===== src/rtl/core/bmr_pkg.sv =====
// Shared constants, register indexes and control bundles of the mip level reduction block.
package bmr_pkg;

	localparam int MAX_WIDTH    = 2048;
	localparam int MAX_HEIGHT   = 4096;
	localparam int MAX_CHANNELS = 4;
	localparam int NUM_LANES    = 4;

	localparam int TEXEL_W    = 16;
	localparam int PAIR_W     = TEXEL_W + 1;
	localparam int SUM_W      = TEXEL_W + 2;
	localparam int WIDTH_W    = 12;
	localparam int HEIGHT_W   = 13;
	localparam int CHAN_W     = 3;
	localparam int CFG_IDX_W  = 2;
	localparam int CFG_DATA_W = 13;

	localparam int COL_W      = $clog2(MAX_WIDTH);
	localparam int ROW_W      = $clog2(MAX_HEIGHT);
	localparam int LINE_DEPTH = MAX_WIDTH / 2;
	localparam int LINE_AW    = $clog2(LINE_DEPTH);
	localparam int OY_W       = ROW_W - 1;

	localparam logic [CFG_IDX_W-1:0] REG_SRC_WIDTH  = 2'd0;
	localparam logic [CFG_IDX_W-1:0] REG_SRC_HEIGHT = 2'd1;
	localparam logic [CFG_IDX_W-1:0] REG_CHANNELS   = 2'd2;

	localparam logic [WIDTH_W-1:0]  WIDTH_RESET    = WIDTH_W'(1024);
	localparam logic [HEIGHT_W-1:0] HEIGHT_RESET   = HEIGHT_W'(1024);
	localparam logic [CHAN_W-1:0]   CHANNELS_RESET = CHAN_W'(MAX_CHANNELS);

	typedef struct packed {
		logic               load_hold;
		logic               w_one;
		logic               line_wr;
		logic               line_rd;
		logic [LINE_AW-1:0] addr;
		logic               capture;
		logic               self_up_s1;
	} lane_ctl_t;

	typedef struct packed {
		logic s1_valid;
		logic last_s1;
		logic adv;
	} merge_ctl_t;

endpackage


===== src/rtl/core/bmr_out_if.sv =====
// Reduced texel channel: valid/ready handshake with averages and end-of-level flag.
interface bmr_out_if;
	logic                         valid;
	logic                         ready;
	logic [bmr_pkg::TEXEL_W-1:0]  avg_c0;
	logic [bmr_pkg::TEXEL_W-1:0]  avg_c1;
	logic [bmr_pkg::TEXEL_W-1:0]  avg_c2;
	logic [bmr_pkg::TEXEL_W-1:0]  avg_c3;
	logic                         level_done;

	modport source (output valid, avg_c0, avg_c1, avg_c2, avg_c3, level_done, input ready);
	modport sink   (input valid, avg_c0, avg_c1, avg_c2, avg_c3, level_done, output ready);
endinterface


===== src/rtl/core/bmr_merge.sv =====
// Output register: gathers lane averages, masks unused channels, flags end of level.
module bmr_merge (
	input  logic                                                clk,
	input  logic                                                arst_n,
	input  logic [bmr_pkg::NUM_LANES-1:0][bmr_pkg::TEXEL_W-1:0] lane_avg,
	input  logic [bmr_pkg::CHAN_W-1:0]                          nch,
	input  bmr_pkg::merge_ctl_t                                 ctl,
	bmr_out_if.source                                           dst
);

	logic                                               valid_q;
	logic [bmr_pkg::NUM_LANES-1:0][bmr_pkg::TEXEL_W-1:0] avg_q;
	logic                                               done_q;
	logic [bmr_pkg::NUM_LANES-1:0][bmr_pkg::TEXEL_W-1:0] masked;

	always_comb begin
		for (int c = 0; c < bmr_pkg::NUM_LANES; c++) begin
			masked[c] = (bmr_pkg::CHAN_W'(c) < nch) ? lane_avg[c] : '0;
		end
	end

	always_ff @(posedge clk or negedge arst_n) begin
		if (!arst_n) begin
			valid_q <= 1'b0;
		end else if (ctl.adv) begin
			valid_q <= ctl.s1_valid;
		end
	end

	always_ff @(posedge clk) begin
		if (ctl.adv && ctl.s1_valid) begin
			avg_q  <= masked;
			done_q <= ctl.last_s1;
		end
	end

	assign dst.valid      = valid_q;
	assign dst.avg_c0     = avg_q[0];
	assign dst.avg_c1     = avg_q[1];
	assign dst.avg_c2     = avg_q[2];
	assign dst.avg_c3     = avg_q[3];
	assign dst.level_done = done_q;

endmodule


===== src/flat_wrapper.sv =====
// flat-port wrapper written by rule: the top's interface ports become plain ports
module bmr_merge_flat 
  (clk, arst_n, lane_avg, nch, ctl, dst_valid, dst_avg_c0, dst_avg_c1, dst_avg_c2, dst_avg_c3, dst_level_done, dst_ready);
  bmr_out_if dst_i ();
  input  logic clk;
  input  logic arst_n;
  input  logic [bmr_pkg::NUM_LANES-1:0][bmr_pkg::TEXEL_W-1:0] lane_avg;
  input  logic [bmr_pkg::CHAN_W-1:0] nch;
  input  bmr_pkg::merge_ctl_t ctl;
  output wire logic [$bits(dst_i.valid)-1:0] dst_valid;
  output wire logic [$bits(dst_i.avg_c0)-1:0] dst_avg_c0;
  output wire logic [$bits(dst_i.avg_c1)-1:0] dst_avg_c1;
  output wire logic [$bits(dst_i.avg_c2)-1:0] dst_avg_c2;
  output wire logic [$bits(dst_i.avg_c3)-1:0] dst_avg_c3;
  output wire logic [$bits(dst_i.level_done)-1:0] dst_level_done;
  input wire logic [$bits(dst_i.ready)-1:0] dst_ready;
  assign dst_valid = dst_i.valid;
  assign dst_avg_c0 = dst_i.avg_c0;
  assign dst_avg_c1 = dst_i.avg_c1;
  assign dst_avg_c2 = dst_i.avg_c2;
  assign dst_avg_c3 = dst_i.avg_c3;
  assign dst_level_done = dst_i.level_done;
  assign dst_i.ready = dst_ready;
  bmr_merge u_core (.clk(clk), .arst_n(arst_n), .lane_avg(lane_avg), .nch(nch), .ctl(ctl), .dst(dst_i));
endmodule

===== config.mk =====
export PLATFORM = sky130hd
export DESIGN_NAME = bmr_merge_flat
export DESIGN_NICKNAME = d
export VERILOG_FILES = /design/src/rtl/core/bmr_pkg.sv /design/src/rtl/core/bmr_out_if.sv /design/src/rtl/core/bmr_merge.sv /design/src/flat_wrapper.sv
export SDC_FILE = /design/constraint.sdc
export NUM_CORES = 1
export LEC_CHECK = 0
export ABC_AREA = 1
export BUFFER_PORTS_ARGS = -buffer_cell sky130_fd_sc_hd__buf_2
export CAP_MARGIN = 40
export CORE_MARGIN = 2
export CORE_UTILIZATION = 40
export CTS_CLUSTER_DIAMETER = 30
export DETAILED_ROUTE_END_ITERATION = 6
export PLACE_DENSITY_LB_ADDON = 0.08
export SYNTH_ARGS = -nofsm -noshare
export SYNTH_HDL_FRONTEND = slang
export SYNTH_SLANG_ARGS = --single-unit
export TNS_END_PERCENT = 1

===== constraint.sdc =====
create_clock -name clk -period 0.8 [get_ports clk]
set_clock_uncertainty 0.15 [all_clocks]
set_input_delay 0.16 -clock clk [delete_from_list [all_inputs] [get_ports clk]]
set_output_delay 0.16 -clock clk [all_outputs]
set_load 0.03 [all_outputs]

==> reports/qor.yml <==
worst_hold_path:
  hp-class: "input pin to flip-flop"
  min_path_cells: 1
critical_path:
  path_cells: "buf_6"
  cp_top_family: "flip-flops"
  critPathRequiredTime_ns: 0.49
  path_class: "flip-flop to output pin"
  worstSetupPathDepth: 1
  worst-path-max-fanout: 1
  cp.arrival_ns: 0.89
  critPathSlowestCell: "edfxtp_1"
  worst_setup_path_end_kind: "output pin"
  cpPeakStageDelay_ns: 0.41
  startpoint_type: "flip-flop"
  critPathBufInv: 1
  reg2reg_depth: 2
finish:
  antenna_cells: 0
  drive_gt1_share_pct: 45.8
  fin_util_pct: 63.4
  final_cell_area_mm2: 0.00401
  final_cells: 424
  area_growth_pct: 55.1
  nNetsFinal: 415
route:
  drc: 0
  via_per_inst: 4.44
  drt_wl_total_um: 5520
  wl_per_cell_um: 13.0
  postRouteAntennaNets: 0
  drt_iter0_drc: 63
  dr_total_vias: 1882
  drt-pass1-iter-count: 4
sta:
  hold_slack_ns: -0.133
  tns_ns: -24.30
  final-setup-viol-count: 66
  drv_slew: 0
  fmax_mhz: 835
  final_hold_viol_count: 31
  slew_headroom_pct: 83.4
  layout_min_cycle_time_ns: 1.20
  rsz0062_at_grt: "true"
  fin_crit_sh_pct: 150
  postLayoutSetupSlackWorst_ns: -0.398
  worst_pin_slew_ns: 0.249
logic_synthesis:
  syn_area_per_cell_um2: 13.3
  synth_cell_types: 14
  synth-seq-cells: 66
  syn_nets: 267
  synth_area_mm2: 0.00258
  synth_top_area_share_pct: 75.6
  syn_inst: 194
  yosys.area.top_type: "edfxtp_1"
  yosys_warnings: 0
  netlist_top_cells_area: "edfxtp_1 (76%), inv_1 (7.4%), a21oi_1 (3.1%), a21boi_1 (2.9%), nand2_1 (2.6%)"
  seq_area_frac_synth_pct: 76.6
place:
  port_buffers: 137
  globalplace.congestion: 0.698
  dpl_cell_area_mm2: 0.00342
  dpl.hpwl_um: 3790
  dp_cells: 407
cts:
  htreeDepth: 3
  clk_pin_slew_ns: 0.07
  clk_latency_ns: 0.32
  cts_buffers: 9
  hold_buffers: 1
  cts-root-buf: "clkbuf_8"
  cts_buffer_depth: 2
  cts.sinks: 66
  post_cts_buffers: 0
  tritoncts: "built"
global_route:
  antenna_found_initial: 0
  grt_max_degree: 35
  overflow: 0
  grt_pass1_wl_um: 8670
  grt_pass1_vias: 1870
  grt_use_total_pct: 15.7
power:
  leakage_uw: 0.00187
  power_density_mw_per_mm2: 1980
  vdd_drop_max_uv: 1060
die:
  io_pins: 139
  rows: 29
  die_area_mm2: 0.00711
  core_area_mm2: 0.00631
  die_y_um: 84.4
  die_x_um: 84.4
  start_util_pct: 40.9
run_status:
  violations: "hold timing, setup timing"
  outcome: "complete, but fails checks"
run:
  drv_cap: 0
-- area by class of cell --
type	instances	area, µm²
timing repair buffer	145	1220
inverter	52	199
multi-input combinational	68	360
sequential	66	1980
clock buffer	11	131
tap	77	96.3
fill	526	2310
clock inverter	5	21.3
-- timing repair --
| action | 4_1_cts | 5_1_grt |
|---|---|---|
| endpoints found under the hold margin | 45 | 32 |
| setup endpoints to repair | 83 | 123 |
| resized for setup | 133 | 2 |
-- kinds of logic after synthesis --
group,count (synthesis),synth area share (%)
flops,66,76.6
buf+inv,60,10.1
simple gates,35,5.38
compound gates,33,7.95
-- metal layers --
layer | global-route usage [%] | share of wire (%) | up-vias | wire, µm
li1 | - | - | 922 | -
met1 | 18.1 | 39 | 869 | 2130
met2 | 26.3 | 51 | 82 | 2820
met3 | 6.10 | 8.9 | 9 | 492
met4 | 6.49 | 1.3 | 0 | 72
met5 | 0 | 0 | - | 0
-- Yosys cell counts (all sizes together) --
master and n:
a21boi 16, a21oi 16, buf 8, dfrtp 1
edfxtp 65, inv 52, nand2 18, nor2 17
o21ai 1
-- cell usage in the layout (no fill, tap or decap), drive strengths merged --
cell type    synthesis  routed
a21boi              16      16
a21oi               16      16
buf                  8     144
clkbuf               0      11
clkinv               0       5
clkinvlp             0       1
dfrtp                1       1
dlygate4sd3          0       1
edfxtp              65      65
inv                 52      51
nand2               18      18
nor2                17      17
o21ai                1       1
-- path summary, 6_finish.rpt --
path	start	endpoint	slack, ns
max	u_core.dst.avg_c2[13]	dst_avg_c2[13]	-0.40
min	ctl[1]	u_core.dst.level_done	-0.13
max reg2reg	u_core.dst.valid	u_core.dst.valid	0.02
min reg2reg	u_core.dst.valid	u_core.dst.valid	0.40
max in group asynchronous	arst_n	u_core.dst.valid	0.42
min in group asynchronous	arst_n	u_core.dst.valid	0
-- registers in the layout (all words and copies together) (netlist names) --
signal and flops:
u_core.dst.avg_c0 16, u_core.dst.avg_c1 16, u_core.dst.avg_c2 16, u_core.dst.avg_c3 16, u_core.dst.level_done 1, u_core.dst.valid 1
-- power by group --
group | switching, µW | internal, µW
sequential | 111 | 4080
combinational | 833 | 676
clock | 1130 | 1080
-- metrics by stage --
step / setup WS, ns / hold slack [ns] / power (µW)
after CTS: -0.416 / -0.148 / 7980
after detailed placement: -0.375 / -0.213 / 5450
after floorplan: -0.871 / -0.286 / 4980
final: -0.398 / -0.133 / 7920
after global routing: -0.442 / -0.150 / 8280
after global placement: -0.365 / -0.215 / 5440
Power figures use the tool's default switching activity.
