File: src/rtl/core/bmr_pkg.sv
// Shared constants, register indexes and control bundles of the mip level reduction block.
package bmr_pkg;

	localparam int MAX_WIDTH    = 2048;
	localparam int MAX_HEIGHT   = 4096;
	localparam int MAX_CHANNELS = 4;
	localparam int NUM_LANES    = 4;

	localparam int TEXEL_W    = 16;
	localparam int PAIR_W     = TEXEL_W + 1;
	localparam int SUM_W      = TEXEL_W + 2;
	localparam int WIDTH_W    = 12;
	localparam int HEIGHT_W   = 13;
	localparam int CHAN_W     = 3;
	localparam int CFG_IDX_W  = 2;
	localparam int CFG_DATA_W = 13;

	localparam int COL_W      = $clog2(MAX_WIDTH);
	localparam int ROW_W      = $clog2(MAX_HEIGHT);
	localparam int LINE_DEPTH = MAX_WIDTH / 2;
	localparam int LINE_AW    = $clog2(LINE_DEPTH);
	localparam int OY_W       = ROW_W - 1;

	localparam logic [CFG_IDX_W-1:0] REG_SRC_WIDTH  = 2'd0;
	localparam logic [CFG_IDX_W-1:0] REG_SRC_HEIGHT = 2'd1;
	localparam logic [CFG_IDX_W-1:0] REG_CHANNELS   = 2'd2;

	localparam logic [WIDTH_W-1:0]  WIDTH_RESET    = WIDTH_W'(1024);
	localparam logic [HEIGHT_W-1:0] HEIGHT_RESET   = HEIGHT_W'(1024);
	localparam logic [CHAN_W-1:0]   CHANNELS_RESET = CHAN_W'(MAX_CHANNELS);

	typedef struct packed {
		logic               load_hold;
		logic               w_one;
		logic               line_wr;
		logic               line_rd;
		logic [LINE_AW-1:0] addr;
		logic               capture;
		logic               self_up_s1;
	} lane_ctl_t;

	typedef struct packed {
		logic s1_valid;
		logic last_s1;
		logic adv;
	} merge_ctl_t;

endpackage

File: src/rtl/core/bmr_ctrl.sv
// Raster position, configuration registers and handshake control of the reduction block.
module bmr_ctrl (
	input  logic                              clk,
	input  logic                              arst_n,
	input  logic                              cfg_write,
	input  logic [bmr_pkg::CFG_IDX_W-1:0]     cfg_index,
	input  logic [bmr_pkg::CFG_DATA_W-1:0]    cfg_data,
	input  logic                              src_valid,
	output logic                              src_ready,
	input  logic                              dst_valid,
	input  logic                              dst_ready,
	output bmr_pkg::lane_ctl_t                lane_ctl,
	output bmr_pkg::merge_ctl_t               merge_ctl,
	output logic [bmr_pkg::CHAN_W-1:0]        nch
);

	logic [bmr_pkg::WIDTH_W-1:0]  width_q;
	logic [bmr_pkg::HEIGHT_W-1:0] height_q;
	logic [bmr_pkg::CHAN_W-1:0]   nch_q;
	logic [bmr_pkg::COL_W-1:0]    col_q;
	logic [bmr_pkg::ROW_W-1:0]    row_q;
	logic                         s1_valid_q;
	logic                         last_s1;
	logic                         self_up_s1;

	logic                         w_one, h_one, have_pair, emit, accept, adv;
	logic                         col_end, row_end, last_x, last_y;
	logic [bmr_pkg::LINE_AW-1:0]  ox;
	logic [bmr_pkg::OY_W-1:0]     oy;
	logic [bmr_pkg::COL_W-1:0]    half_w;
	logic [bmr_pkg::ROW_W-1:0]    half_h;
	logic [bmr_pkg::WIDTH_W-1:0]  sat_w;
	logic [bmr_pkg::HEIGHT_W-1:0] sat_h;
	logic [bmr_pkg::CHAN_W-1:0]   sat_c;

	// Clamp register writes into their legal ranges
	always_comb begin
		sat_w = cfg_data[bmr_pkg::WIDTH_W-1:0];
		if (sat_w == '0) begin
			sat_w = bmr_pkg::WIDTH_W'(1);
		end else if (sat_w > bmr_pkg::WIDTH_W'(bmr_pkg::MAX_WIDTH)) begin
			sat_w = bmr_pkg::WIDTH_W'(bmr_pkg::MAX_WIDTH);
		end
		sat_h = cfg_data[bmr_pkg::HEIGHT_W-1:0];
		if (sat_h == '0) begin
			sat_h = bmr_pkg::HEIGHT_W'(1);
		end else if (sat_h > bmr_pkg::HEIGHT_W'(bmr_pkg::MAX_HEIGHT)) begin
			sat_h = bmr_pkg::HEIGHT_W'(bmr_pkg::MAX_HEIGHT);
		end
		sat_c = cfg_data[bmr_pkg::CHAN_W-1:0];
		if (sat_c == '0) begin
			sat_c = bmr_pkg::CHAN_W'(1);
		end else if (sat_c > bmr_pkg::CHAN_W'(bmr_pkg::MAX_CHANNELS)) begin
			sat_c = bmr_pkg::CHAN_W'(bmr_pkg::MAX_CHANNELS);
		end
	end

	assign w_one     = (width_q == bmr_pkg::WIDTH_W'(1));
	assign h_one     = (height_q == bmr_pkg::HEIGHT_W'(1));
	assign have_pair = w_one || col_q[0];
	assign emit      = have_pair && (h_one ? !w_one : row_q[0]);
	assign ox        = w_one ? '0 : col_q[bmr_pkg::COL_W-1:1];
	assign oy        = h_one ? '0 : row_q[bmr_pkg::ROW_W-1:1];

	assign half_w = width_q[bmr_pkg::WIDTH_W-1:1];
	assign half_h = height_q[bmr_pkg::HEIGHT_W-1:1];
	assign last_x = ({1'b0, ox} + bmr_pkg::COL_W'(1)) ==
		((half_w == '0) ? bmr_pkg::COL_W'(1) : half_w);
	assign last_y = ({1'b0, oy} + bmr_pkg::ROW_W'(1)) ==
		((half_h == '0) ? bmr_pkg::ROW_W'(1) : half_h);

	assign col_end = ({1'b0, col_q} + bmr_pkg::WIDTH_W'(1)) == width_q;
	assign row_end = ({1'b0, row_q} + bmr_pkg::HEIGHT_W'(1)) == height_q;

	assign adv       = !dst_valid || dst_ready;
	assign src_ready = !s1_valid_q || adv;
	assign accept    = src_valid && src_ready;

	always_comb begin
		lane_ctl.load_hold  = accept && !w_one && !col_q[0];
		lane_ctl.w_one      = w_one;
		lane_ctl.line_wr    = accept && have_pair && !h_one && !row_q[0];
		lane_ctl.line_rd    = accept && have_pair && !h_one && row_q[0];
		lane_ctl.addr       = ox;
		lane_ctl.capture    = accept;
		lane_ctl.self_up_s1 = self_up_s1;
		merge_ctl.s1_valid  = s1_valid_q;
		merge_ctl.last_s1   = last_s1;
		merge_ctl.adv       = adv;
	end

	assign nch = nch_q;

	always_ff @(posedge clk or negedge arst_n) begin
		if (!arst_n) begin
			width_q    <= bmr_pkg::WIDTH_RESET;
			height_q   <= bmr_pkg::HEIGHT_RESET;
			nch_q      <= bmr_pkg::CHANNELS_RESET;
			col_q      <= '0;
			row_q      <= '0;
			s1_valid_q <= 1'b0;
		end else begin
			if (cfg_write) begin
				case (cfg_index)
					bmr_pkg::REG_SRC_WIDTH: begin
						width_q <= sat_w;
						col_q   <= '0;
						row_q   <= '0;
					end
					bmr_pkg::REG_SRC_HEIGHT: begin
						height_q <= sat_h;
						col_q    <= '0;
						row_q    <= '0;
					end
					bmr_pkg::REG_CHANNELS: begin
						nch_q <= sat_c;
					end
					default: begin
					end
				endcase
			end else if (accept) begin
				if (col_end) begin
					col_q <= '0;
					row_q <= row_end ? '0 : row_q + bmr_pkg::ROW_W'(1);
				end else begin
					col_q <= col_q + bmr_pkg::COL_W'(1);
				end
			end
			if (src_ready) begin
				s1_valid_q <= accept && emit;
			end
		end
	end

	always_ff @(posedge clk) begin
		if (accept) begin
			last_s1    <= last_x && last_y;
			self_up_s1 <= h_one;
		end
	end

endmodule

File: config.mk
export PLATFORM = sky130hd
export DESIGN_NAME = bmr_ctrl
export DESIGN_NICKNAME = d
export VERILOG_FILES = /design/src/rtl/core/bmr_pkg.sv /design/src/rtl/core/bmr_ctrl.sv
export SDC_FILE = /design/constraint.sdc
export NUM_CORES = 1
export LEC_CHECK = 0
export BUFFER_PORTS_ARGS = -buffer_cell sky130_fd_sc_hd__buf_2
export CAP_MARGIN = 30
export CORE_ASPECT_RATIO = 0.6
export CORE_MARGIN = 3
export CORE_UTILIZATION = 30
export DETAILED_ROUTE_END_ITERATION = 16
export PLACE_DENSITY = 0.51
export SKIP_CTS_REPAIR_TIMING = 1
export SLEW_MARGIN = 20
export SYNTH_ARGS = -nofsm -noshare
export SYNTH_HDL_FRONTEND = slang
export SYNTH_SLANG_ARGS = --single-unit
File: constraint.sdc
create_clock -name clk -period 7.2 [get_ports clk]
set_input_delay 0.72 -clock clk [delete_from_list [all_inputs] [get_ports clk]]
set_output_delay 0.72 -clock clk [all_outputs]
set_load 0.05 [all_outputs]
==> results.toml, run 1 <==
[die]
dieArea_um2 = 16100
ios = 44
core_um2 = 13900
rows = 33
initial_core_util_pct = 31.3
fp.dieH_um = 99.4
die_x_um = 162

[drt]
antenna_left = 0
drc = 0
dr.pass1.iters = 5
via_per_inst = 5.72
wirelength_mm = 14.1
drt_iter0_drc = 345
wire_per_inst_um = 19.8
vias = 4077

[synthesis]
ys_seq_area_share_pct = 31.3
synth_area_leaders = "dfrtp_1 (28%), a22o_1 (6.8%), xnor2_1 (6.0%)"
yosys_warnings = 0
ys.flop_type = "dfrtp_1"
synth_top_area_share_pct = 28.1
synth_edf_count = 2
syn_inst = 519
synth_most_common_cell = "dfrtp_1"
synth_area_per_cell_um2 = 8.40
async_flop_share_pct = 96.3
synth_nets = 544
ys_ff_latch = 54
synth_cell_types = 68
synth_top_area_cell = "dfrtp_1"
synth.cell_area_um2 = 4360
yosys-top-cells-count = "dfrtp_1 (49), nand2_1 (39), o21ai_0 (39), a22o_1 (34), nor2_1 (34)"

[sta]
tightest_slew_ps = 818
fin_crit_ps = 3780
finalMaxSlewViolations = 0
grt_setup_unrepaired = "false"
hold_viol = 0
clock_skew_ps = 6.26
fmax_mhz = 265
totalNegativeSetupSlack_ps = 0
finalSetupViolCount = 0
relSlewSlack_pct = 45.5
period_share_pct = 52.5

[worst_setup_path]
worst_path_largest_cell_delay_ps = 480
rr_startpoint = "height_q[2]$_DFFE_PN0P_"
cp-start-kind = "register"
crit_type = "reg -> reg"
slowest_stage = "dfrtp_1"
cp_data_required_time_ps = 7300
reg2regPathDepth = 12
end_kind = "register"
r2r_end = "last_s1$_DFFE_PP_"
regToRegSetupSlack_ps = 3420
arrival_ps = 3880
path_delay_family = "simple AND/OR/NAND/NOR gates"
crit_chain = "nor4_2 > nand4_2 > inv_2 > nor2_1 > ha_1 > nand3_1 > nor2_1 > xnor2_1 > o311ai_0 > a22o_1 > or4_1 > nor4_2"
crit_buf_inv = 1
cp_max_fo = 9

[layout]
area_growth_pct = 7.92
diodes = 0
fillCellCount = 1466
drive_gt1_share_pct = 15.9
finalNetCount = 545

[clocking]
cts_tree = "yes"
cts_made_buffers = 5
ctsHtreeMaxLevel = 2
root_buffer = "clkbuf_16"
cts_sinks = 54
cts.clk_slew.worst_paths_ps = 80
clock_path_buffers = 2
clock_latency_ps = 310

[run]
drv_cap = 0

[min_path]
hp-start = "nch[1]$_DFFE_PN0P_"
holdPathEnd = "nch[1]$_DFFE_PN0P_"
hold_class = "reg -> reg"
whs_path_depth = 2

[placed_design]
dp_hpwl_mm = 10.9
portBuffers = 43
place_congestion = 0.922

[outcome]
status = "completed"

[power_and_ir_drop]
design_power_total_mw = 1.08
p_leak_nw = 1.86
p_per_area_nw_per_um2 = 230
vdd_ir_drop_max_v = 0.0000960

[global_routing]
track_usage_pct = 17.7
grt_max_degree = 53
first_global_vias = 3794
grt_pass1_wl_mm = 22.1
grt_antenna_before_repair = 0
overflow = 0
per-layer routing:
metal  GRT usage (%)  routed length, um  up-vias
li1                -                  -     1898
met1            31.0               7920     2002
met2            21.8               5050      166
met3            2.79               1060       11
met4            2.56                100        0
met5               0                  0        -
worst max-delay path by stage:
stage | start | to | slack, ps | cells after the start
3_5_place_dp | height_q[7]$_DFFE_PN0P_ | last_s1$_DFFE_PP_ | 3490 | 12
2_1_floorplan | dst_valid | lane_ctl[12] | 3410 | 3
4_1_cts | width_q[8]$_DFFE_PN0P_ | lane_ctl[12] | 3450 | 5
5_1_grt | height_q[11]$_DFFE_PN0P_ | last_s1$_DFFE_PP_ | 3210 | 12
3_3_place_gp | height_q[11]$_DFFE_PN0P_ | last_s1$_DFFE_PP_ | 3560 | 12
6_report | height_q[2]$_DFFE_PN0P_ | last_s1$_DFFE_PP_ | 3420 | 12
layout by cell type (no fill, tap or decap), drive strengths merged, types with 5 or more instances in the layout:
cell type	Yosys	final
buf	33	44
nand3b	5	5
clkbuf	17	5
a22o	34	34
o21ai	47	47
nor2	35	35
nand3	19	19
nor3	17	17
o31ai	5	5
inv	12	13
nand2	41	41
nand2b	20	20
xor2	13	13
nand4	14	14
mux2	5	5
a21oi	15	15
dfrtp	49	49
xnor2	30	30
nor4	18	18
and2	13	13
cells by family after synthesis:
group,count (synthesis),share of synthesized area [%]
adder cells (fa/ha/maj),5,1.38
AND/OR/NAND/NOR,206,26.6
flip-flops,54,31.3
multiplexers,9,2.21
XOR/XNOR,43,8.63
buffers and inverters,62,7.43
AO/OA/AOI/OAI,140,22.4
power breakdown:
group	internal [mW]	switching, mW
clock network	0.133	0.133
registers	0.346	0.107
logic	0.146	0.218
total	0.626	0.459
flip-flops by register name, summed over array words and instances, names as in the netlist:
signal,flops
col_q,11
height_q,13
last_s1,1
nch,3
row_q,12
s1_valid_q,1
self_up_s1,1
width_q,12
layout make-up:
class	instances	area, um^2	share of cell area (%)
Clock inverter	3	28.8	0.611
Tap cell	192	240	5.10
Clock buffer	5	125	2.66
Timing Repair Buffer	44	223	4.73
Sequential cell	54	1370	29.0
Inverter	12	45.0	0.957
Multi-Input combinational cell	403	2680	56.9
per-stage QoR:
stage	area [um^2]	setup WS, ps	util (%)	std cells	hold WS, ps
global placement	4550	3560	32.7	705	472
CTS	4710	3450	33.8	713	501
detailed placement	4550	3490	32.7	705	481
floorplan	4360	3410	-	519	424
finish	4710	3420	33.8	713	493
global route	4710	3210	33.8	713	539
worst register-to-register path, cell delays in order (launching register included):
cell	delay, ps
dfrtp_1	480
nor4_2	400
nand4_2	340
inv_2	290
nor2_1	70
ha_1	240
nand3_1	200
nor2_1	80
xnor2_1	160
o311ai_0	230
a22o_1	310
or4_1	410
nor4_2	360
Power figures use the tool's default switching activity.
==> run 2: changes to the inputs <==
- clock period: 7.2 -> 3.7 ns (I/O delays scaled with it)
==> results.toml, run 2 (synthesis results as in run 1) <==
[worst_setup_path]
cp_data_required_time_ps = 3840
cp-start-kind = "register"
worst_path_largest_cell_delay_ps = 460
crit_type = "reg -> reg"
crit_path_start = "height_q[7]$_DFFE_PN0P_"
rr_startpoint = "height_q[7]$_DFFE_PN0P_"
end_kind = "register"
slowest_stage = "dfrtp_1"
crit_chain = "nor4_2 > nand4_2 > inv_2 > nor2_1 > ha_1 > nand3_1 > nor2_1 > xnor2_1 > o311ai_0 > a22o_1 > or4_1 > nor4_2"
cp_max_fo = 8
arrival_ps = 3230

[sta]
clock_skew_ps = 6.48
finalMaxSlewViolations = 0
tightest_slew_ps = 851
finalSetupViolCount = 0
fin_crit_ps = 3090
grt_setup_unrepaired = "false"
period_share_pct = 83.6
hold_viol = 0
relSlewSlack_pct = 43.3
fmax_mhz = 323
totalNegativeSetupSlack_ps = 0

[min_path]
hold_class = "in -> async"

[global_routing]
met1_usage_pct = 30.6
grt_use_met2_pct = 21.1
grt_max_degree = 35
overflow = 0
top_usage_layer = "met1"
grt_pass1_wl_mm = 22.4
grt_antenna_before_repair = 0
grt_use_met3_pct = 4.83
track_usage_pct = 17.9
first_global_vias = 3710

[clocking]
cts.clk_slew.worst_paths_ps = 80
root_buffer = "clkbuf_16"
ctsHtreeMaxLevel = 2
cts_made_buffers = 5
cts_sinks = 54
cts_tree = "yes"
clock_path_buffers = 2
clock_latency_ps = 300

[die]
initial_core_util_pct = 31.3
ios = 44
rows = 33
die_x_um = 162
fp.dieH_um = 99.4
dieArea_um2 = 16100
core_um2 = 13900

[power_and_ir_drop]
p_comb_share_pct = 35.2
p_leak_nw = 1.89
swShare_pct = 42.3
internal-power_mw = 1.22
p_per_area_nw_per_um2 = 446
vdd_ir_drop_max_v = 0.000197
power_frac_seq_pct = 41.1
power_frac_clock_pct = 23.7
switchingPower_uw = 896
design_power_total_mw = 2.12

[run]
drv_cap = 0

[layout]
final_cell_mix = "dfrtp_1 (49), buf_2 (43), nand2_1 (39), o21ai_0 (39)"
area_growth_pct = 9.04
drive_gt1_share_pct = 17.0
top_regs = "height_q (13), row_q (12), width_q (12)"
multi_input_area_um2 = 2670
diodes = 0
layout_commonest_cell = "dfrtp_1"
regMostFlops = "height_q"
regArea_um2 = 1370
final_cell_area_um2 = 4760
fillCellCount = 1486
finalNetCount = 553
largest_reg_flops = 13

[drt]
vias = 4122
via_per_inst = 5.72
drt_iter0_drc = 428
drc = 0
wirelength_mm = 14.5
antenna_left = 0
dr.pass1.iters = 5
wire_per_inst_um = 20.1

[placed_design]
dpl-instance-area_um2 = 4610
dp_hpwl_mm = 11.2
portBuffers = 43
place_congestion = 0.953

[outcome]
status = "completed"
-- run 2: worst max-delay path, delay by kind of cell (launching register included) --
kind            cells  cell delay [ps]
compound gates      2              420
xor+xnor            1              140
fa+ha+maj           1              230
buf+inv             1              170
flops               1              460
simple gates        7             1500
-- run 2: power by group through the flow --
stage	clock, mW	combinational [mW]	sequential (mW)
6_report	0.503	0.746	0.872
3_5_place_dp	0	0.738	0.874
4_1_cts	0.514	0.744	0.864
3_3_place_gp	0	0.743	0.870
5_1_grt	0.540	0.817	0.886
2_1_floorplan	0	0.644	0.759
-- run 2: layout make-up --
| cell class | instances | area share, % |
|---|---|---|
| Clock buffer | 5 | 2.63 |
| Clock inverter | 3 | 0.526 |
| Inverter | 12 | 0.947 |
| Multi-Input combinational cell | 403 | 56.2 |
| Sequential cell | 54 | 28.7 |
| Tap cell | 192 | 5.05 |
| Timing Repair Buffer | 52 | 5.95 |
-- run 2: path summary, 6_finish.rpt --
check                                      endpoint  depth (start not counted)  slack [ps]
min reg2reg                      nch[1]$_DFFE_PN0P_                          2         500
min in group clk            height_q[0]$_DFFE_PN0P_                          2         280
max                               last_s1$_DFFE_PP_                         12         610
max reg2reg                       last_s1$_DFFE_PP_                         12         610
min                        height_q[12]$_DFFE_PN0P_                          1         160
max in group asynchronous      row_q[1]$_DFFE_PN0P_                          2        2730
-- run 2: stage by stage --
step / hold WS [ps] / worst slack (ps) / utilization (%) / instances
after floorplan: 74.4 / 460 / - / 519
after global placement: 471 / 687 / 33.1 / 713
after detailed placement: 492 / 629 / 33.1 / 713
after CTS: 192 / 599 / 34.2 / 721
after global routing: 235 / 347 / 34.2 / 721
final: 162 / 607 / 34.2 / 721
-- run 2: per-layer routing --
layer | vias up | part of all wire (%)
met5 | - | 0
met4 | 0 | 0.58
met3 | 7 | 10
met1 | 2014 | 54
li1 | 1921 | -
met2 | 180 | 35
==> run 3: changes to the inputs <==
- PLACE_DENSITY: 0.51 -> 0.53
- clock period: 3.7 -> 2.74 ns (I/O delays scaled with it)
==> results.toml, run 3 (synthesis results as in run 1) <==
[outcome]
status = "finished with violations"
violations = "setup timing"

[drt]
antenna_left = 0
dr.pass1.iters = 5
wire_per_inst_um = 19.4
drc = 0
via_per_inst = 5.69
wirelength_mm = 15.1
vias = 4442
drt_iter0_drc = 525

[layout]
final_cells = 780
top_regs = "height_q (13), row_q (12), width_q (12)"
final_cell_area_um2 = 5360
drive_gt1_share_pct = 28.6
largest_reg_flops = 13
area_growth_pct = 22.8
final_cell_mix = "buf_4 (67), dfrtp_1 (47), buf_2 (43)"
layout_commonest_cell = "buf_4"
finalNetCount = 612
diodes = 0
regMostFlops = "height_q"

[worst_setup_path]
cp_data_required_time_ps = 2880
cp-start-kind = "register"
end_kind = "register"
r2r_end = "last_s1$_DFFE_PP_"
crit_buf_inv = 0
crit_type = "reg -> reg"
regToRegSetupSlack_ps = -30
rr_startpoint = "width_q[11]$_DFFE_PN0P_"
reg2regPathDepth = 10
cp_max_fo = 3
worst_path_largest_cell_delay_ps = 420
crit_cells = 10
crit_chain = "nor4_4 > nand4_2 > and2_4 > ha_4 > xnor2_2 > nand4_1 > a221o_1 > nor4_2 > o211ai_1 > nor4_4"
arrival_ps = 2920
slowest_stage = "dfrtp_1"
crit_end = "last_s1$_DFFE_PP_"
crit_path_start = "width_q[11]$_DFFE_PN0P_"
path_delay_family = "simple AND/OR/NAND/NOR gates"
cp_common_cell = "nor4_4"

[clocking]
cts_sinks = 54
root_buffer = "clkbuf_16"
clock_latency_ps = 310
cts_tree = "yes"
clock_path_buffers = 2
cts.clk_slew.worst_paths_ps = 80
ctsHtreeMaxLevel = 2
cts_made_buffers = 5

[power_and_ir_drop]
p_per_area_nw_per_um2 = 580
switchingPower_mw = 1.28
p_leak_nw = 2.24
swShare_pct = 41.3
p_comb_share_pct = 43.8
power_frac_clock_pct = 21.8
design_power_total_mw = 3.11
vdd_ir_drop_max_v = 0.000256
internal-power_mw = 1.82
power_frac_seq_pct = 34.4

[min_path]
hp-start = "cfg_data[12]"
hold_class = "in -> reg"

[die]
rows = 33
core_um2 = 13900
fp.dieH_um = 99.4
initial_core_util_pct = 31.3
die_x_um = 162
dieArea_um2 = 16100
ios = 44

[global_routing]
grt_max_degree = 38
grt_pass1_wl_mm = 23.9
grt_antenna_before_repair = 0
track_usage_pct = 18.9
overflow = 0
first_global_vias = 4173

[sta]
grt_setup_unrepaired = "true"
clock_skew_ps = 7.65
hold_ws_ps = 198
period_share_pct = 101
tightest_slew_ps = 781
finalMaxSlewViolations = 0
fmax_mhz = 361
fin_crit_ps = 2770
relSlewSlack_pct = 47.9
finalSetupViolCount = 1
hold_viol = 0
setup_slack_ps = -32.8

[run]
drv_cap = 0

[placed_design]
dp_hpwl_mm = 11.8
numPlacedInstances = 767
dpl-instance-area_um2 = 5030
place_congestion = 1.03
portBuffers = 43
run 3: how the worst min path moves through the flow:
stage	to	slack (ps)	depth (start not counted)
2_1_floorplan	col_q[0]$_DFFE_PN0P_	-20	0
4_1_cts	col_q[8]$_DFFE_PN0P_	-110	1
3_3_place_gp	row_q[2]$_DFFE_PN0P_	220	1
5_1_grt	height_q[0]$_DFFE_PN0P_	210	2
6_report	height_q[0]$_DFFE_PN0P_	200	2
3_5_place_dp	row_q[2]$_DFFE_PN0P_	220	1
run 3: power groups by stage:
stage | Clock (mW) | Sequential (mW) | Combinational, mW
3_3_place_gp | 0 | 1.06 | 1.24
3_5_place_dp | 0 | 1.06 | 1.25
4_1_cts | 0.694 | 1.05 | 1.26
2_1_floorplan | 0 | 1.02 | 0.872
5_1_grt | 0.734 | 1.09 | 1.47
6_report | 0.677 | 1.07 | 1.36
run 3: final cells by class:
class	instances	area [um^2]
sequential	54	1370
multi-input combinational	403	2820
timing repair buffer	111	728
tap	192	240
clock buffer	5	125
clock inverter	3	26.3
fill	1430	8560
inverter	12	45.0
run 3: through the flow:
stage	setup WS, ps	TNS (ps)	util, %
final	-32.8	-32.8	38.5
after global routing	-182	-232	38.5
after CTS	-175	-175	37.2
after detailed placement	-143	-143	36.1
after global placement	-114	-114	36.1
after floorplan	-278	-278	-
run 3: layer usage:
layer,vias up,track usage [%],wire length (um)
li1,2030,-,-
met1,2167,31.6,7720
met2,229,23.6,5580
met3,16,4.99,1680
met4,0,2.62,119
met5,-,0,0
